`config.mk`:
```
export PLATFORM = sky130hd
export DESIGN_NAME = cdc_dump_header_parser_unit_flat
export DESIGN_NICKNAME = d
export VERILOG_FILES = /design/src/design/cdhp_pkg.sv /design/src/design/cdhp_ifs.sv /design/src/design/cdc_dump_header_parser_unit.sv /design/src/design/cdhp_front.sv /design/src/design/cdhp_queue.sv /design/src/design/cdhp_back.sv /design/src/flat_wrapper.sv
export SDC_FILE = /design/constraint.sdc
export NUM_CORES = 2
export LEC_CHECK = 0
export BUFFER_PORTS_ARGS = -buffer_cell sky130_fd_sc_hd__buf_4
export CELL_PAD_IN_SITES_DETAIL_PLACEMENT = 1
export CELL_PAD_IN_SITES_GLOBAL_PLACEMENT = 2
export CORE_AREA = 5 5 416 418
export DETAILED_ROUTE_END_ITERATION = 8
export DIE_AREA = 0 0 421 423
export MAX_ROUTING_LAYER = met4
export PLACE_DENSITY = 0.87
export SLEW_MARGIN = 5
export SYNTH_ARGS = -nofsm -noshare
export SYNTH_HDL_FRONTEND = slang
export SYNTH_HIERARCHICAL = 1
export SYNTH_SLANG_ARGS = --single-unit
export TNS_END_PERCENT = 1
```
`constraint.sdc`:
```
create_clock -name clock -period 50.9 [get_ports clock]
set_clock_uncertainty 0.1 [all_clocks]
set_input_delay 10.18 -clock clock [delete_from_list [all_inputs] [get_ports clock]]
set_output_delay 10.18 -clock clock [all_outputs]
set_load 0.01 [all_outputs]
```
`src/design/cdhp_pkg.sv`:
```
package cdhp_pkg;

   localparam int HEADER_BYTES        = 55;
   localparam int MAX_PAYLOAD_DEFAULT = 65535;
   localparam int QUEUE_DEPTH_DEFAULT = 2;
   localparam int TOTAL_W             = 17;
   localparam int CSR_INDEX_W         = 1;
   localparam int CSR_DATA_W          = 16;

   localparam logic [7:0]  COMMAND_RESET       = 8'd0;
   localparam logic [15:0] MAX_FIELD_LEN_RESET = 16'd512;

   typedef enum logic [CSR_INDEX_W-1:0] {
      CSR_COMMAND_CODE,
      CSR_MAX_FIELD_LEN
   } csr_index_type;

   typedef enum logic [2:0] {
      ST_OK,
      ST_SHORT,
      ST_BAD_COMMAND,
      ST_BELOW_HEADER,
      ST_FIELD_LONG,
      ST_SPAN_OUT,
      ST_HEADER_LEN,
      ST_TOO_LONG
   } status_type;

   // header bytes 1..54, byte n at element n
   typedef logic [HEADER_BYTES-1:1][7:0] hdr_raw_type;

   typedef struct packed {
      logic               we;
      logic [CSR_INDEX_W-1:0] index;
      logic [CSR_DATA_W-1:0]  wdata;
   } csr_wr_type;

   typedef struct packed {
      logic               cmd_ok;
      logic [TOTAL_W-1:0] total;
      hdr_raw_type        raw;
   } job_type;

   typedef struct packed {
      logic [2:0]          status;
      logic [31:0]         flags;
      logic signed [31:0]  channel;
      logic signed [63:0]  cmt_version;
      logic signed [63:0]  transaction_id;
      logic signed [63:0]  transaction_seq;
      logic [63:0]         tenant;
      logic [15:0]         header_length;
      logic [31:0]         client_span;
      logic [31:0]         token_span;
      logic [31:0]         stream_span;
   } rsp_type;

endpackage

```
`src/design/cdhp_ifs.sv`:
```
interface cdhp_req_if;
   logic       valid;
   logic       ready;
   logic [7:0] data_byte;
   logic       last_byte;

   modport source (output valid, data_byte, last_byte, input ready);
   modport sink   (input valid, data_byte, last_byte, output ready);
endinterface

interface cdhp_rsp_if;
   logic               valid;
   logic               ready;
   logic [2:0]         status;
   logic [31:0]        flags;
   logic signed [31:0] channel;
   logic signed [63:0] cmt_version;
   logic signed [63:0] transaction_id;
   logic signed [63:0] transaction_seq;
   logic [63:0]        tenant;
   logic [15:0]        header_length;
   logic [31:0]        client_span;
   logic [31:0]        token_span;
   logic [31:0]        stream_span;

   modport source (output valid, status, flags, channel, cmt_version, transaction_id,
                   transaction_seq, tenant, header_length, client_span, token_span,
                   stream_span, input ready);
   modport sink   (input valid, status, flags, channel, cmt_version, transaction_id,
                   transaction_seq, tenant, header_length, client_span, token_span,
                   stream_span, output ready);
endinterface

```
`src/design/cdc_dump_header_parser_unit.sv`:
```
// channel   dir  beat payload                                   handshake
// req_chan  in   data_byte[8], last_byte[1]                     valid/ready
// rsp_chan  out  status[3], flags..stream_span (10 fields)      valid/ready
// csr_*     in   csr_index[1], csr_wdata[16]                    csr_we, no wait
//
// One byte beat per cycle while req_chan.ready is high. A result passes through the result
// queue and then the output register before it is valid.
// The header byte store is not cleared by reset.
// req_chan.ready drops only while the result queue (two entries by default) is full.
module cdc_dump_header_parser_unit #(
   parameter int MAX_PAYLOAD = cdhp_pkg::MAX_PAYLOAD_DEFAULT,
   parameter int QUEUE_DEPTH = cdhp_pkg::QUEUE_DEPTH_DEFAULT
) (
   input  logic                                clock,
   input  logic                                reset,
   cdhp_req_if.sink                            req_chan,
   cdhp_rsp_if.source                          rsp_chan,
   input  logic                                csr_we,
   input  logic [cdhp_pkg::CSR_INDEX_W-1:0]    csr_index,
   input  logic [cdhp_pkg::CSR_DATA_W-1:0]     csr_wdata
);

   localparam int JOB_W = $bits(cdhp_pkg::job_type);

   cdhp_pkg::csr_wr_type csr;
   cdhp_pkg::job_type    push_job, pop_job;
   logic                 q_push, q_full, q_pop, q_valid;
   logic [JOB_W-1:0]     q_rd_data;

   assign csr.we    = csr_we;
   assign csr.index = csr_index;
   assign csr.wdata = csr_wdata;

   cdhp_front #(.MAX_PAYLOAD(MAX_PAYLOAD)) u_front (
      .clock    (clock),
      .reset    (reset),
      .req      (req_chan),
      .csr      (csr),
      .job_full (q_full),
      .job_push (q_push),
      .job      (push_job)
   );

   cdhp_queue #(.WIDTH(JOB_W), .DEPTH(QUEUE_DEPTH)) u_queue (
      .clock     (clock),
      .reset     (reset),
      .push      (q_push),
      .wr_data   (push_job),
      .full      (q_full),
      .pop       (q_pop),
      .rd_data   (q_rd_data),
      .not_empty (q_valid)
   );

   assign pop_job = cdhp_pkg::job_type'(q_rd_data);

   cdhp_back #(.MAX_PAYLOAD(MAX_PAYLOAD)) u_back (
      .clock     (clock),
      .reset     (reset),
      .csr       (csr),
      .job_valid (q_valid),
      .job       (pop_job),
      .job_pop   (q_pop),
      .rsp       (rsp_chan)
   );

   a_reset_no_rsp: assert property (@(posedge clock)
      reset |=> !rsp_chan.valid)
      else $error("result valid right after reset");

   a_ok_header_len: assert property (@(posedge clock) disable iff (reset)
      rsp_chan.valid && rsp_chan.status == cdhp_pkg::ST_OK
      |-> rsp_chan.header_length == 16'(cdhp_pkg::HEADER_BYTES))
      else $error("ok status with wrong header length");

   a_reject_zero: assert property (@(posedge clock) disable iff (reset)
      rsp_chan.valid && (rsp_chan.status == cdhp_pkg::ST_SHORT ||
                         rsp_chan.status == cdhp_pkg::ST_BAD_COMMAND)
      |-> rsp_chan.flags == '0 && rsp_chan.header_length == '0 &&
          rsp_chan.stream_span == '0)
      else $error("rejected packet carries header fields");

endmodule

```
`src/design/cdhp_front.sv`:
```
module cdhp_front #(
   parameter int MAX_PAYLOAD = cdhp_pkg::MAX_PAYLOAD_DEFAULT
) (
   input  logic                 clock,
   input  logic                 reset,
   cdhp_req_if.sink             req,
   input  cdhp_pkg::csr_wr_type csr,
   input  logic                 job_full,
   output logic                 job_push,
   output cdhp_pkg::job_type    job
);

   localparam int POS_W   = $clog2(MAX_PAYLOAD + 2);
   localparam int TOTAL_W = cdhp_pkg::TOTAL_W;
   localparam int HDR_N   = cdhp_pkg::HEADER_BYTES;
   localparam logic [POS_W-1:0] POS_SAT = POS_W'(MAX_PAYLOAD + 1);

   logic [POS_W-1:0] pos_ff, pos_in, pos_inc;
   logic             cmd_ok_ff, cmd_ok_in, cmd_ok_now;
   logic [7:0]       command_ff, command_in;
   logic [7:0]       store_ff [1:HDR_N-1];
   logic             accept;
   logic             first;

   assign req.ready = !job_full;
   assign accept    = req.valid && req.ready;
   assign first     = (pos_ff == '0);
   assign pos_inc   = (pos_ff < POS_SAT) ? pos_ff + POS_W'(1) : pos_ff;
   assign cmd_ok_now = first ? (req.data_byte == command_ff) : cmd_ok_ff;

   always_comb begin
      command_in = command_ff;
      if (csr.we) begin
         case (csr.index)
            cdhp_pkg::CSR_COMMAND_CODE: command_in = csr.wdata[7:0];
            default: ;
         endcase
      end
   end

   always_comb begin
      pos_in    = pos_ff;
      cmd_ok_in = cmd_ok_ff;
      if (accept) begin
         pos_in    = req.last_byte ? '0 : pos_inc;
         cmd_ok_in = cmd_ok_now;
      end
   end

   always_ff @(posedge clock) begin
      if (reset) begin
         pos_ff     <= '0;
         cmd_ok_ff  <= 1'b0;
         command_ff <= cdhp_pkg::COMMAND_RESET;
      end else begin
         pos_ff     <= pos_in;
         cmd_ok_ff  <= cmd_ok_in;
         command_ff <= command_in;
      end
   end

   // header bytes; the byte arriving now bypasses into the job
   for (genvar i = 1; i < HDR_N; i++) begin : g_store
      always_ff @(posedge clock) begin
         if (accept && pos_ff == POS_W'(i)) begin
            store_ff[i] <= req.data_byte;
         end
      end
      assign job.raw[i] = (pos_ff == POS_W'(i)) ? req.data_byte : store_ff[i];
   end

   assign job.cmd_ok = cmd_ok_now;
   assign job.total  = TOTAL_W'(pos_inc);
   assign job_push   = accept && req.last_byte;

endmodule

```
`src/design/cdhp_queue.sv`:
```
module cdhp_queue #(
   parameter int WIDTH = 8,
   parameter int DEPTH = cdhp_pkg::QUEUE_DEPTH_DEFAULT
) (
   input  logic             clock,
   input  logic             reset,
   input  logic             push,
   input  logic [WIDTH-1:0] wr_data,
   output logic             full,
   input  logic             pop,
   output logic [WIDTH-1:0] rd_data,
   output logic             not_empty
);

   localparam int PTR_W = $clog2(DEPTH);
   localparam int CNT_W = $clog2(DEPTH + 1);
   localparam logic [PTR_W-1:0] PTR_LAST = PTR_W'(DEPTH - 1);
   localparam logic [CNT_W-1:0] CNT_FULL = CNT_W'(DEPTH);

   logic [WIDTH-1:0] mem_ff [DEPTH];
   logic [PTR_W-1:0] wr_ptr_ff, wr_ptr_in, rd_ptr_ff, rd_ptr_in;
   logic [CNT_W-1:0] count_ff, count_in;

   assign full      = (count_ff == CNT_FULL);
   assign not_empty = (count_ff != '0);
   assign rd_data   = mem_ff[rd_ptr_ff];

   always_comb begin
      wr_ptr_in = wr_ptr_ff;
      rd_ptr_in = rd_ptr_ff;
      count_in  = count_ff;
      if (push) begin
         wr_ptr_in = (wr_ptr_ff == PTR_LAST) ? '0 : wr_ptr_ff + PTR_W'(1);
      end
      if (pop) begin
         rd_ptr_in = (rd_ptr_ff == PTR_LAST) ? '0 : rd_ptr_ff + PTR_W'(1);
      end
      if (push && !pop) begin
         count_in = count_ff + CNT_W'(1);
      end else if (pop && !push) begin
         count_in = count_ff - CNT_W'(1);
      end
   end

   always_ff @(posedge clock) begin
      if (reset) begin
         wr_ptr_ff <= '0;
         rd_ptr_ff <= '0;
         count_ff  <= '0;
      end else begin
         wr_ptr_ff <= wr_ptr_in;
         rd_ptr_ff <= rd_ptr_in;
         count_ff  <= count_in;
      end
   end

   always_ff @(posedge clock) begin
      if (push) begin
         mem_ff[wr_ptr_ff] <= wr_data;
      end
   end

   a_no_overflow: assert property (@(posedge clock) disable iff (reset)
      push |-> !full)
      else $error("queue push while full");

   a_no_underflow: assert property (@(posedge clock) disable iff (reset)
      pop |-> not_empty)
      else $error("queue pop while empty");

endmodule

```
`src/design/cdhp_back.sv`:
```
module cdhp_back #(
   parameter int MAX_PAYLOAD = cdhp_pkg::MAX_PAYLOAD_DEFAULT
) (
   input  logic                 clock,
   input  logic                 reset,
   input  cdhp_pkg::csr_wr_type csr,
   input  logic                 job_valid,
   input  cdhp_pkg::job_type    job,
   output logic                 job_pop,
   cdhp_rsp_if.source           rsp
);

   localparam int TOTAL_W = cdhp_pkg::TOTAL_W;
   localparam logic [TOTAL_W-1:0] HDR_TOTAL = TOTAL_W'(cdhp_pkg::HEADER_BYTES);
   localparam logic [TOTAL_W-1:0] MAX_TOTAL = TOTAL_W'(MAX_PAYLOAD);
   localparam logic [15:0]        HDR_LEN   = 16'(cdhp_pkg::HEADER_BYTES);

   logic [15:0]          max_len_ff, max_len_in;
   logic                 rsp_valid_ff, rsp_valid_in;
   cdhp_pkg::rsp_type    rsp_ff, rsp_in;
   cdhp_pkg::status_type st;
   logic [15:0]          hlen;
   logic [15:0]          off [3];
   logic [15:0]          len [3];
   logic [2:0]           len_bad, span_bad;

   assign hlen   = job.raw[42:41];
   assign off[0] = job.raw[44:43];
   assign len[0] = job.raw[46:45];
   assign off[1] = job.raw[48:47];
   assign len[1] = job.raw[50:49];
   assign off[2] = job.raw[52:51];
   assign len[2] = job.raw[54:53];

   always_comb begin
      for (int k = 0; k < 3; k++) begin
         len_bad[k]  = (len[k] > max_len_ff);
         span_bad[k] = (TOTAL_W'(off[k]) + TOTAL_W'(len[k])) > job.total;
      end
   end

   always_comb begin
      if (job.total < HDR_TOTAL) begin
         st = cdhp_pkg::ST_SHORT;
      end else if (!job.cmd_ok) begin
         st = cdhp_pkg::ST_BAD_COMMAND;
      end else if (job.total < TOTAL_W'(hlen)) begin
         st = cdhp_pkg::ST_BELOW_HEADER;
      end else if (len_bad != '0) begin
         st = cdhp_pkg::ST_FIELD_LONG;
      end else if (span_bad != '0) begin
         st = cdhp_pkg::ST_SPAN_OUT;
      end else if (hlen != HDR_LEN) begin
         st = cdhp_pkg::ST_HEADER_LEN;
      end else if (job.total > MAX_TOTAL) begin
         st = cdhp_pkg::ST_TOO_LONG;
      end else begin
         st = cdhp_pkg::ST_OK;
      end
   end

   always_comb begin
      rsp_in = '0;
      rsp_in.status = st;
      if (st != cdhp_pkg::ST_SHORT && st != cdhp_pkg::ST_BAD_COMMAND) begin
         rsp_in.flags           = job.raw[4:1];
         rsp_in.channel         = job.raw[8:5];
         rsp_in.cmt_version     = job.raw[16:9];
         rsp_in.transaction_id  = job.raw[24:17];
         rsp_in.transaction_seq = job.raw[32:25];
         rsp_in.tenant          = job.raw[40:33];
         rsp_in.header_length   = hlen;
         rsp_in.client_span     = {off[0], len[0]};
         rsp_in.token_span      = {off[1], len[1]};
         rsp_in.stream_span     = {off[2], len[2]};
      end
   end

   always_comb begin
      max_len_in = max_len_ff;
      if (csr.we) begin
         case (csr.index)
            cdhp_pkg::CSR_MAX_FIELD_LEN: max_len_in = csr.wdata;
            default: ;
         endcase
      end
   end

   assign job_pop = job_valid && (!rsp_valid_ff || rsp.ready);

   always_comb begin
      rsp_valid_in = rsp_valid_ff;
      if (job_pop) begin
         rsp_valid_in = 1'b1;
      end else if (rsp.ready) begin
         rsp_valid_in = 1'b0;
      end
   end

   always_ff @(posedge clock) begin
      if (reset) begin
         rsp_valid_ff <= 1'b0;
         max_len_ff   <= cdhp_pkg::MAX_FIELD_LEN_RESET;
      end else begin
         rsp_valid_ff <= rsp_valid_in;
         max_len_ff   <= max_len_in;
      end
   end

   always_ff @(posedge clock) begin
      if (job_pop) begin
         rsp_ff <= rsp_in;
      end
   end

   assign rsp.valid           = rsp_valid_ff;
   assign rsp.status          = rsp_ff.status;
   assign rsp.flags           = rsp_ff.flags;
   assign rsp.channel         = rsp_ff.channel;
   assign rsp.cmt_version     = rsp_ff.cmt_version;
   assign rsp.transaction_id  = rsp_ff.transaction_id;
   assign rsp.transaction_seq = rsp_ff.transaction_seq;
   assign rsp.tenant          = rsp_ff.tenant;
   assign rsp.header_length   = rsp_ff.header_length;
   assign rsp.client_span     = rsp_ff.client_span;
   assign rsp.token_span      = rsp_ff.token_span;
   assign rsp.stream_span     = rsp_ff.stream_span;

endmodule
```
`src/flat_wrapper.sv`:
```
// flat-port wrapper written by rule: the top's interface ports become plain ports
module cdc_dump_header_parser_unit_flat 
#(
   parameter int MAX_PAYLOAD = cdhp_pkg::MAX_PAYLOAD_DEFAULT,
   parameter int QUEUE_DEPTH = cdhp_pkg::QUEUE_DEPTH_DEFAULT
)
  (clock, reset, csr_we, csr_index, csr_wdata, req_chan_valid, req_chan_data_byte, req_chan_last_byte, req_chan_ready, rsp_chan_valid, rsp_chan_status, rsp_chan_flags, rsp_chan_channel, rsp_chan_cmt_version, rsp_chan_transaction_id, rsp_chan_transaction_seq, rsp_chan_tenant, rsp_chan_header_length, rsp_chan_client_span, rsp_chan_token_span, rsp_chan_stream_span, rsp_chan_ready);
  cdhp_req_if req_chan_i ();
  cdhp_rsp_if rsp_chan_i ();
  input  logic clock;
  input  logic reset;
  input  logic csr_we;
  input  logic [cdhp_pkg::CSR_INDEX_W-1:0] csr_index;
  input  logic [cdhp_pkg::CSR_DATA_W-1:0] csr_wdata;
  input wire logic [$bits(req_chan_i.valid)-1:0] req_chan_valid;
  input wire logic [$bits(req_chan_i.data_byte)-1:0] req_chan_data_byte;
  input wire logic [$bits(req_chan_i.last_byte)-1:0] req_chan_last_byte;
  output wire logic [$bits(req_chan_i.ready)-1:0] req_chan_ready;
  output wire logic [$bits(rsp_chan_i.valid)-1:0] rsp_chan_valid;
  output wire logic [$bits(rsp_chan_i.status)-1:0] rsp_chan_status;
  output wire logic [$bits(rsp_chan_i.flags)-1:0] rsp_chan_flags;
  output wire logic [$bits(rsp_chan_i.channel)-1:0] rsp_chan_channel;
  output wire logic [$bits(rsp_chan_i.cmt_version)-1:0] rsp_chan_cmt_version;
  output wire logic [$bits(rsp_chan_i.transaction_id)-1:0] rsp_chan_transaction_id;
  output wire logic [$bits(rsp_chan_i.transaction_seq)-1:0] rsp_chan_transaction_seq;
  output wire logic [$bits(rsp_chan_i.tenant)-1:0] rsp_chan_tenant;
  output wire logic [$bits(rsp_chan_i.header_length)-1:0] rsp_chan_header_length;
  output wire logic [$bits(rsp_chan_i.client_span)-1:0] rsp_chan_client_span;
  output wire logic [$bits(rsp_chan_i.token_span)-1:0] rsp_chan_token_span;
  output wire logic [$bits(rsp_chan_i.stream_span)-1:0] rsp_chan_stream_span;
  input wire logic [$bits(rsp_chan_i.ready)-1:0] rsp_chan_ready;
  assign req_chan_i.valid = req_chan_valid;
  assign req_chan_i.data_byte = req_chan_data_byte;
  assign req_chan_i.last_byte = req_chan_last_byte;
  assign req_chan_ready = req_chan_i.ready;
  assign rsp_chan_valid = rsp_chan_i.valid;
  assign rsp_chan_status = rsp_chan_i.status;
  assign rsp_chan_flags = rsp_chan_i.flags;
  assign rsp_chan_channel = rsp_chan_i.channel;
  assign rsp_chan_cmt_version = rsp_chan_i.cmt_version;
  assign rsp_chan_transaction_id = rsp_chan_i.transaction_id;
  assign rsp_chan_transaction_seq = rsp_chan_i.transaction_seq;
  assign rsp_chan_tenant = rsp_chan_i.tenant;
  assign rsp_chan_header_length = rsp_chan_i.header_length;
  assign rsp_chan_client_span = rsp_chan_i.client_span;
  assign rsp_chan_token_span = rsp_chan_i.token_span;
  assign rsp_chan_stream_span = rsp_chan_i.stream_span;
  assign rsp_chan_i.ready = rsp_chan_ready;
  cdc_dump_header_parser_unit #(.MAX_PAYLOAD(MAX_PAYLOAD), .QUEUE_DEPTH(QUEUE_DEPTH)) u_core (.clock(clock), .reset(reset), .req_chan(req_chan_i), .rsp_chan(rsp_chan_i), .csr_we(csr_we), .csr_index(csr_index), .csr_wdata(csr_wdata));
endmodule
```
## Yosys cells after proc, flatten, opt, wreduce, memory -nomap -nowiden

Memories as Yosys holds them, arrays and structs flattened. A register that Yosys moved wholly into a read port is not among the register bits.
Index checks and enable logic that the tools add are counted.

| word-level totals | value |
|---|---|
| register bits | 482 |
| latch bits | 0 |
| bits in writable memories | 1,332 |
| bits in read-only memories | 0 |
| input port bits | 31 |
| output and inout bits | 437 |
| memories | 2 |

Memories:

| name | words | width | read ports | clocked after memory_dff | write ports | line | text |
|---|---|---|---|---|---|---|---|
| u_core.u_queue.mem_ff | 2 | 450 | 1 | 1 | 1 | cdhp_queue.sv:20 | `logic [WIDTH-1:0] mem_ff [DEPTH];` |
| u_core.u_front.store_ff | 54 | 8 | 54 | 0 | 1 | cdhp_front.sv:21 | `logic [7:0] store_ff [1:HDR_N-1];` |

| cells by class | value |
|---|---|
| add/sub/neg operators | 8 |
| $mul | 0 |
| div/mod/pow operators | 0 |
| $lt $le $gt $ge | 10 |
| equal/unequal tests | 59 |
| shifts and indexed selects | 0 |
| multiplexer cells | 341 |
| bitwise gates (word level) | 1 |
| reduce and logical (&&, ||, !) cells | 126 |

Operators with widths:

| kind | count |
|---|---|
| 8-bit two-way mux | 107 |
| 8-bit OR reduction | 53 |
| 17-bit by 6-bit equality test with 1-bit output (second input constant) | 23 |
| 6-bit two-way mux | 53 |
| 17-bit by 5-bit equality test with 1-bit output (second input constant) | 16 |
| 1-bit two-way mux | 170 |
| 17-bit by 4-bit equality test with 1-bit output (second input constant) | 8 |
| 17-bit by 3-bit equality test with 1-bit output (second input constant) | 4 |
| 1-bit logical AND | 60 |
| 16-bit by 16-bit adder with 17-bit output | 3 |
| 17-bit greater-than comparator | 3 |
| 16-bit greater-than comparator | 3 |
| 17-bit by 2-bit equality test with 1-bit output (second input constant) | 2 |
| 17-bit two-way mux | 2 |
| 3-bit two-way mux | 7 |
| 17-bit by 1-bit adder with 17-bit output (second input constant) | 1 |
| 17-bit by 1-bit equality test with 1-bit output (second input constant) | 1 |
| 17-bit by 16-bit greater-than comparator with 1-bit output (second input constant) | 1 |
| 17-bit logical NOT | 1 |
| 17-bit by 16-bit less-than comparator with 1-bit output | 1 |
| 17-bit less-than comparator (second input constant) | 1 |
| 17-bit by 6-bit less-than comparator with 1-bit output (second input constant) | 1 |
| 16-bit by 6-bit inequality test with 1-bit output (second input constant) | 1 |
| 8-bit equality test | 1 |
| other kinds (13) | 22 |

## Depth between registers and ports, before layout

| depth | value |
|---|---|
| depth after elaboration | 60 |
| mapped depth | 22 |
| mapped depth without buffers | 19 |

## Modules after synthesis

The synthesis kept the hierarchy.

Modules (own cells, without submodules):

| module | times used | cells an instance | area each (um^2) | seq. area each (um^2) |
|---|---|---|---|---|
| cdhp_queue | 1 | 1,422 | 34,401.7 | 27,126.0 |
| cdhp_back | 1 | 1,679 | 21,548.2 | 13,402.9 |
| cdhp_front | 1 | 1,341 | 21,035.2 | 13,492.9 |

## Worst setup path after synthesis

OpenSTA, ideal clock, no wires.

| path | value |
|---|---|
| kind | in2reg |
| from | in rsp_chan_ready |
| to | reg u_core.u_queue.count_ff[1] |
| setup time | 0.070 ns |
| arrival time | 44.225 ns |
| required time | 50.730 ns |
| slack | 6.505 ns |
| stages | 6 |
| path buffers | 0 |
| cells stage by stage | inv_1 > a21boi_0 > inv_1 > ha_1 > or3_1 > a21oi_1 |

| between the ends | value |
|---|---|
| cells in the longest elaborated chain, start to end | 5 |
| elaborated cells on any way between the ends | 7 |
| classes of those cells | mux: 1; reduce/logical: 6 |

RTL lines:

| element | line | text |
|---|---|---|
| start: declaration | flat_wrapper.sv:31 | `input wire logic [$bits(rsp_chan_i.ready)-1:0] rsp_chan_ready;` |
| 1-bit logical OR * | cdhp_back.sv:89 | `assign job_pop = job_valid && (!rsp_valid_ff \|\| rsp.ready);` |
| 1-bit logical AND * | cdhp_back.sv:89 |  |
| via u_core.q_pop | cdc_dump_header_parser_unit.sv:27 | `logic q_push, q_full, q_pop, q_valid;` |
| 1-bit logical NOT | cdhp_queue.sv:38 | `if (push && !pop) begin` |
| 1-bit logical AND | cdhp_queue.sv:38 |  |
| 2-bit two-way mux / 2-bit nonzero test (equally long branches) | n/a |  |
| end signal: assignment | cdhp_queue.sv:53 | `count_ff <= count_in;` |
| end: declaration | cdhp_queue.sv:22 | `logic [CNT_W-1:0] count_ff, count_in;` |

The timed path passes the listed nets; every way through them passes the cells marked *.
A chain may end at the register's enable or synchronous reset.

## Final worst setup path

| path | value |
|---|---|
| from | in req_chan_valid |
| to | mem u_core/u_queue/mem_ff[0][302] (netlist bit) (enable) |

| between the ends | value |
|---|---|
| cells in the longest elaborated chain, start to end | 4 |

RTL lines:

| element | line | text |
|---|---|---|
| start: declaration | flat_wrapper.sv:15 | `input wire logic [$bits(req_chan_i.valid)-1:0] req_chan_valid;` |
| 1-bit logical AND | cdhp_front.sv:26 | `assign accept = req.valid && req.ready;` |
| 1-bit logical AND | cdhp_front.sv:74 | `assign job_push = accept && req.last_byte;` |
| via u_core.q_push | cdc_dump_header_parser_unit.sv:27 |  |
| 1-bit two-way mux | cdhp_queue.sv:58 | `if (push) begin` |
| 1-bit two-way mux (not written as such) | cdhp_queue.sv:59 | `mem_ff[wr_ptr_ff] <= wr_data;` |
| end: declaration | cdhp_queue.sv:20 |  |

The timed path passes the listed nets, and every way through them passes these cells.

==> out/metrics.csv <==
stage,metric,value,unit
timing,Hold Worst Slack,0.357,ns
timing,Tcrit/Tclk final,0.272,
logic_synthesis,register bit total from synthesis,1815,
pwr,static leakage,32.3,nW
logic_synthesis,syn_area_per_cell,17.3,sq um
timing,FMAX,0.0722,GHz
final_layout,layout cell share with drive strength beyond 1,0.343,
global_routing,Tot GR Track Use,0.238,
timing,minimum clock period,13.85,ns
pwr,power density over the cells,52.0,mW/mm^2
critical_path,r2r worst-path depth,8,
logic_synthesis,async set or reset register ratio after synthesis,0,
logic_synthesis,Synth Warn #,6,
pwr,internal power,3.19,mW
timing,"Setup violations, final",0,
final_layout,filler instances,15600,
critical_path,CP Class,in -> reg,
global_routing,initial antenna violation count,3,
die,io pins,468,
global_routing,met1 Track Usage GR,0.288,
global_routing,largest net degree at the start of global routing,275,
die,Std-Cell Rows,151,
die,starting density of the core,0.456,
detailed_routing,DR iter-0 viols,3806,
cts,post-CTS resize count,0,
critical_path,Setup crit end,u_core/u_queue/mem_ff[0][302],
pwr,Clock Power Share,0.286,
cts,clock root cell,clkbuf_16,
critical_path,CP endpoint kind,flop,
critical_path,worst r2r dst,u_core/u_back/rsp.flags[26],
global_routing,met2 track demand over resource,0.409,
global_routing,M3 GR Usage,0.0348,
critical_path,CP Data Required Time,51.25,ns
critical_path,Crit. Startpoint,req_chan_valid,
logic_synthesis,Mapped Area,0.0770,sq mm
cts,CTS Hold Bufs,0,
critical_path,Startpoint Class,input pin,
global_routing,GRT overflow,0,
logic_synthesis,"EDFF count, synth",1767,
detailed_routing,post-route ant nets,0,
cts,Clock Path Buffers,3,
logic_synthesis,register area share after synthesis,0.702,
cts,setup bufs post-CTS,0,
placement,HPWL reported at the end of detailed placement,137000,um
cts,Sink Count,1815,
logic_synthesis,"top cells by count, synth","edfxtp_1, mux2_2, and3_1",
detailed_routing,router iterations before antenna repair,5,
cts,H-tree levels,4,
critical_path,worst reg2reg setup slack,43.91,ns
cts,clk_lat worst skew,0.85,ns
pwr,Flop pwr share,0.431,
timing,RSZ-0062 raised after global routing,no,
global_routing,GR peak layer,met2,
cts,TritonCTS buffer count,183,
die,area of the die,0.178,sq mm
logic_synthesis,Synth area leaders,"edfxtp_1, mux2_4, mux2_2, and3_1, ha_1",
logic_synthesis,Synth area leader,edfxtp_1,
final_layout,nets,5089,
logic_synthesis,Synth Flop Type,edfxtp_1,
die,Die Span Y,423,um
detailed_routing,DRC,0,
detailed_routing,drt wl/cell,29.1,um
final_layout,"Area growth, synth to finish",14.7,%
pwr,VDD IR max,0.0000518,V
pwr,switching share of power,0.306,
pwr,Tot Pwr,4.59,mW
detailed_routing,vias per cell,5.68,
die,Core ar.,0.169,sq mm
logic_synthesis,most numerous cell in the Yosys netlist,edfxtp_1,
cts,"Reg clk slew, reported paths",0.06,ns
global_routing,first-pass GRT wire length,306000,um
logic_synthesis,cell count after synthesis,4442,
detailed_routing,final WL,211000,um
logic_synthesis,synth unique cells,87,
placement,input/output buffers,467,
timing,relative slew slack,0.0921,
critical_path,crit path DAT,14.19,ns
die,Die W,421,um
timing,setup_tns,0,ns
timing,"Slew Viols, Final",0,
final_layout,area of the multi-input gates,0.0212,sq mm
final_layout,Sequential Area,0.0540,sq mm
logic_synthesis,Yosys top cell area share,0.689,
pwr,part of the power in combinational logic,0.283,
worst_hold_path,Worst Hold Class,reg -> reg,
critical_path,Worst Path Max Fanout,187,
detailed_routing,vias post-DR,41200,
job,max cap viols,0,
global_routing,vias in the first global route,44000,
pwr,Net Sw Power,1.40,mW
cts,CTS tree,yes,
timing,Worst-Margin Slew,1.36,ns
outcome,outcome,"finished, final reports clean",
placement,GPL Wtd Cong,0.859,
logic_synthesis,Post-Syn Nets,4644,
timing,Final Hold Viols,0,
-- logic make-up after synthesis --
family | synth area share
compound gates | 0.0207
simple gates | 0.0690
fa+ha+maj | 0.0281
mux | 0.150
xor+xnor | 0.00705
flops | 0.702
buf+inv | 0.0236
-- power groups by stage --
| stage | clock (mW) | sequential (mW) | combinational [mW] |
|---|---|---|---|
| 5_1_grt | 1.42 | 2.00 | 1.38 |
| 4_1_cts | 1.34 | 1.99 | 1.31 |
| 3_5_place_dp | 0 | 2.01 | 1.30 |
| 2_1_floorplan | 0 | 2.34 | 0.731 |
| 6_report | 1.31 | 1.98 | 1.30 |
| 3_3_place_gp | 0 | 2.01 | 1.26 |
-- flip-flops by register name (all words and copies together), names as in the netlist, named ones only --
signal                             flops
u_core/u_back/rsp.cmt_version         64
u_core/u_back/rsp.header_length       16
u_core/u_queue/count_ff                2
u_core/u_front/command_ff              8
u_core/u_back/rsp.client_span         32
u_core/u_back/rsp.channel             32
u_core/u_front/pos_ff                 17
u_core/u_back/rsp.stream_span         32
u_core/u_back/max_len_ff              16
u_core/u_queue/wr_ptr_ff               1
u_core/u_back/rsp.tenant              64
u_core/u_back/rsp.status               3
u_core/u_back/rsp.transaction_seq     64
u_core/u_back/rsp.flags               32
u_core/u_queue/rd_ptr_ff               1
u_core/u_front/cmd_ok_ff               1
u_core/u_queue/mem_ff                900
u_core/u_back/rsp.token_span          32
u_core/u_back/rsp.transaction_id      64
u_core/u_front/store_ff              432
u_core/u_back/rsp.valid                1
-- critical path: stages --
cell	delay, ns
buf_4	0.13
nand2b_4	0.41
nor2_1	0.51
nor2b_4	0.22
buf_4	0.64
buf_12	0.69
buf_4	0.97
-- worst min-delay path by stage --
stage                                             from                            to  slack, ns  depth (start not counted)
after floorplan           u_core/u_back/max_len_ff[10]  u_core/u_back/max_len_ff[10]       0.34                          2
after global placement     u_core/u_back/max_len_ff[7]   u_core/u_back/max_len_ff[7]       0.34                          2
after detailed placement   u_core/u_back/max_len_ff[7]   u_core/u_back/max_len_ff[7]       0.35                          2
after CTS                  u_core/u_back/max_len_ff[7]   u_core/u_back/max_len_ff[7]       0.36                          2
after global routing       u_core/u_back/max_len_ff[7]   u_core/u_back/max_len_ff[7]       0.37                          2
final                      u_core/u_back/max_len_ff[7]   u_core/u_back/max_len_ff[7]       0.36                          2
-- routing by layer --
metal | vias to the layer above | wire length, um | share of wire
li1 | 18100 | - | -
met1 | 21600 | 84600 | 0.40
met2 | 1251 | 109000 | 0.52
met3 | 304 | 9480 | 0.045
met4 | 0 | 8160 | 0.039
met5 | - | 0 | 0
-- layout by cell type, fill, tap and decap left out, types with 40 or more instances in the layout --
| cell type | instances |
|---|---|
| edfxtp_1 | 1767 |
| mux2_2 | 482 |
| nor2_1 | 84 |
| inv_1 | 89 |
| xnor2_1 | 40 |
| mux2_4 | 400 |
| nor3_1 | 44 |
| nand2_1 | 83 |
| clkinv_1 | 47 |
| and3_1 | 457 |
| buf_4 | 517 |
| ha_1 | 168 |
| dfxtp_1 | 47 |
| clkbuf_16 | 184 |
| a21oi_1 | 92 |
| clkbuf_1 | 44 |
| nand3_1 | 52 |
-- cell type report --
class / count / share of cell area
diodes: 5 / 0.000142
flip-flops and latches: 1815 / 0.612
well taps: 2218 / 0.0314
clock inverters: 109 / 0.0125
clock buffers: 228 / 0.0540
repair buffers: 523 / 0.0453
multi-input cells: 2275 / 0.241
inverters: 89 / 0.00378
-- through the flow --
step / instances / setup WS (ns) / util / cell area, sq um
CTS: 7257 / 37.16 / 0.523 / 88200
global route: 7257 / 36.88 / 0.523 / 88300
global placement: 6920 / 36.37 / 0.488 / 82400
finish: 7262 / 37.05 / 0.523 / 88300
detailed placement: 6920 / 36.22 / 0.488 / 82400
floorplan: 4442 / 6.51 / - / 77000
Note: power is estimated with default switching activity, not from simulation.
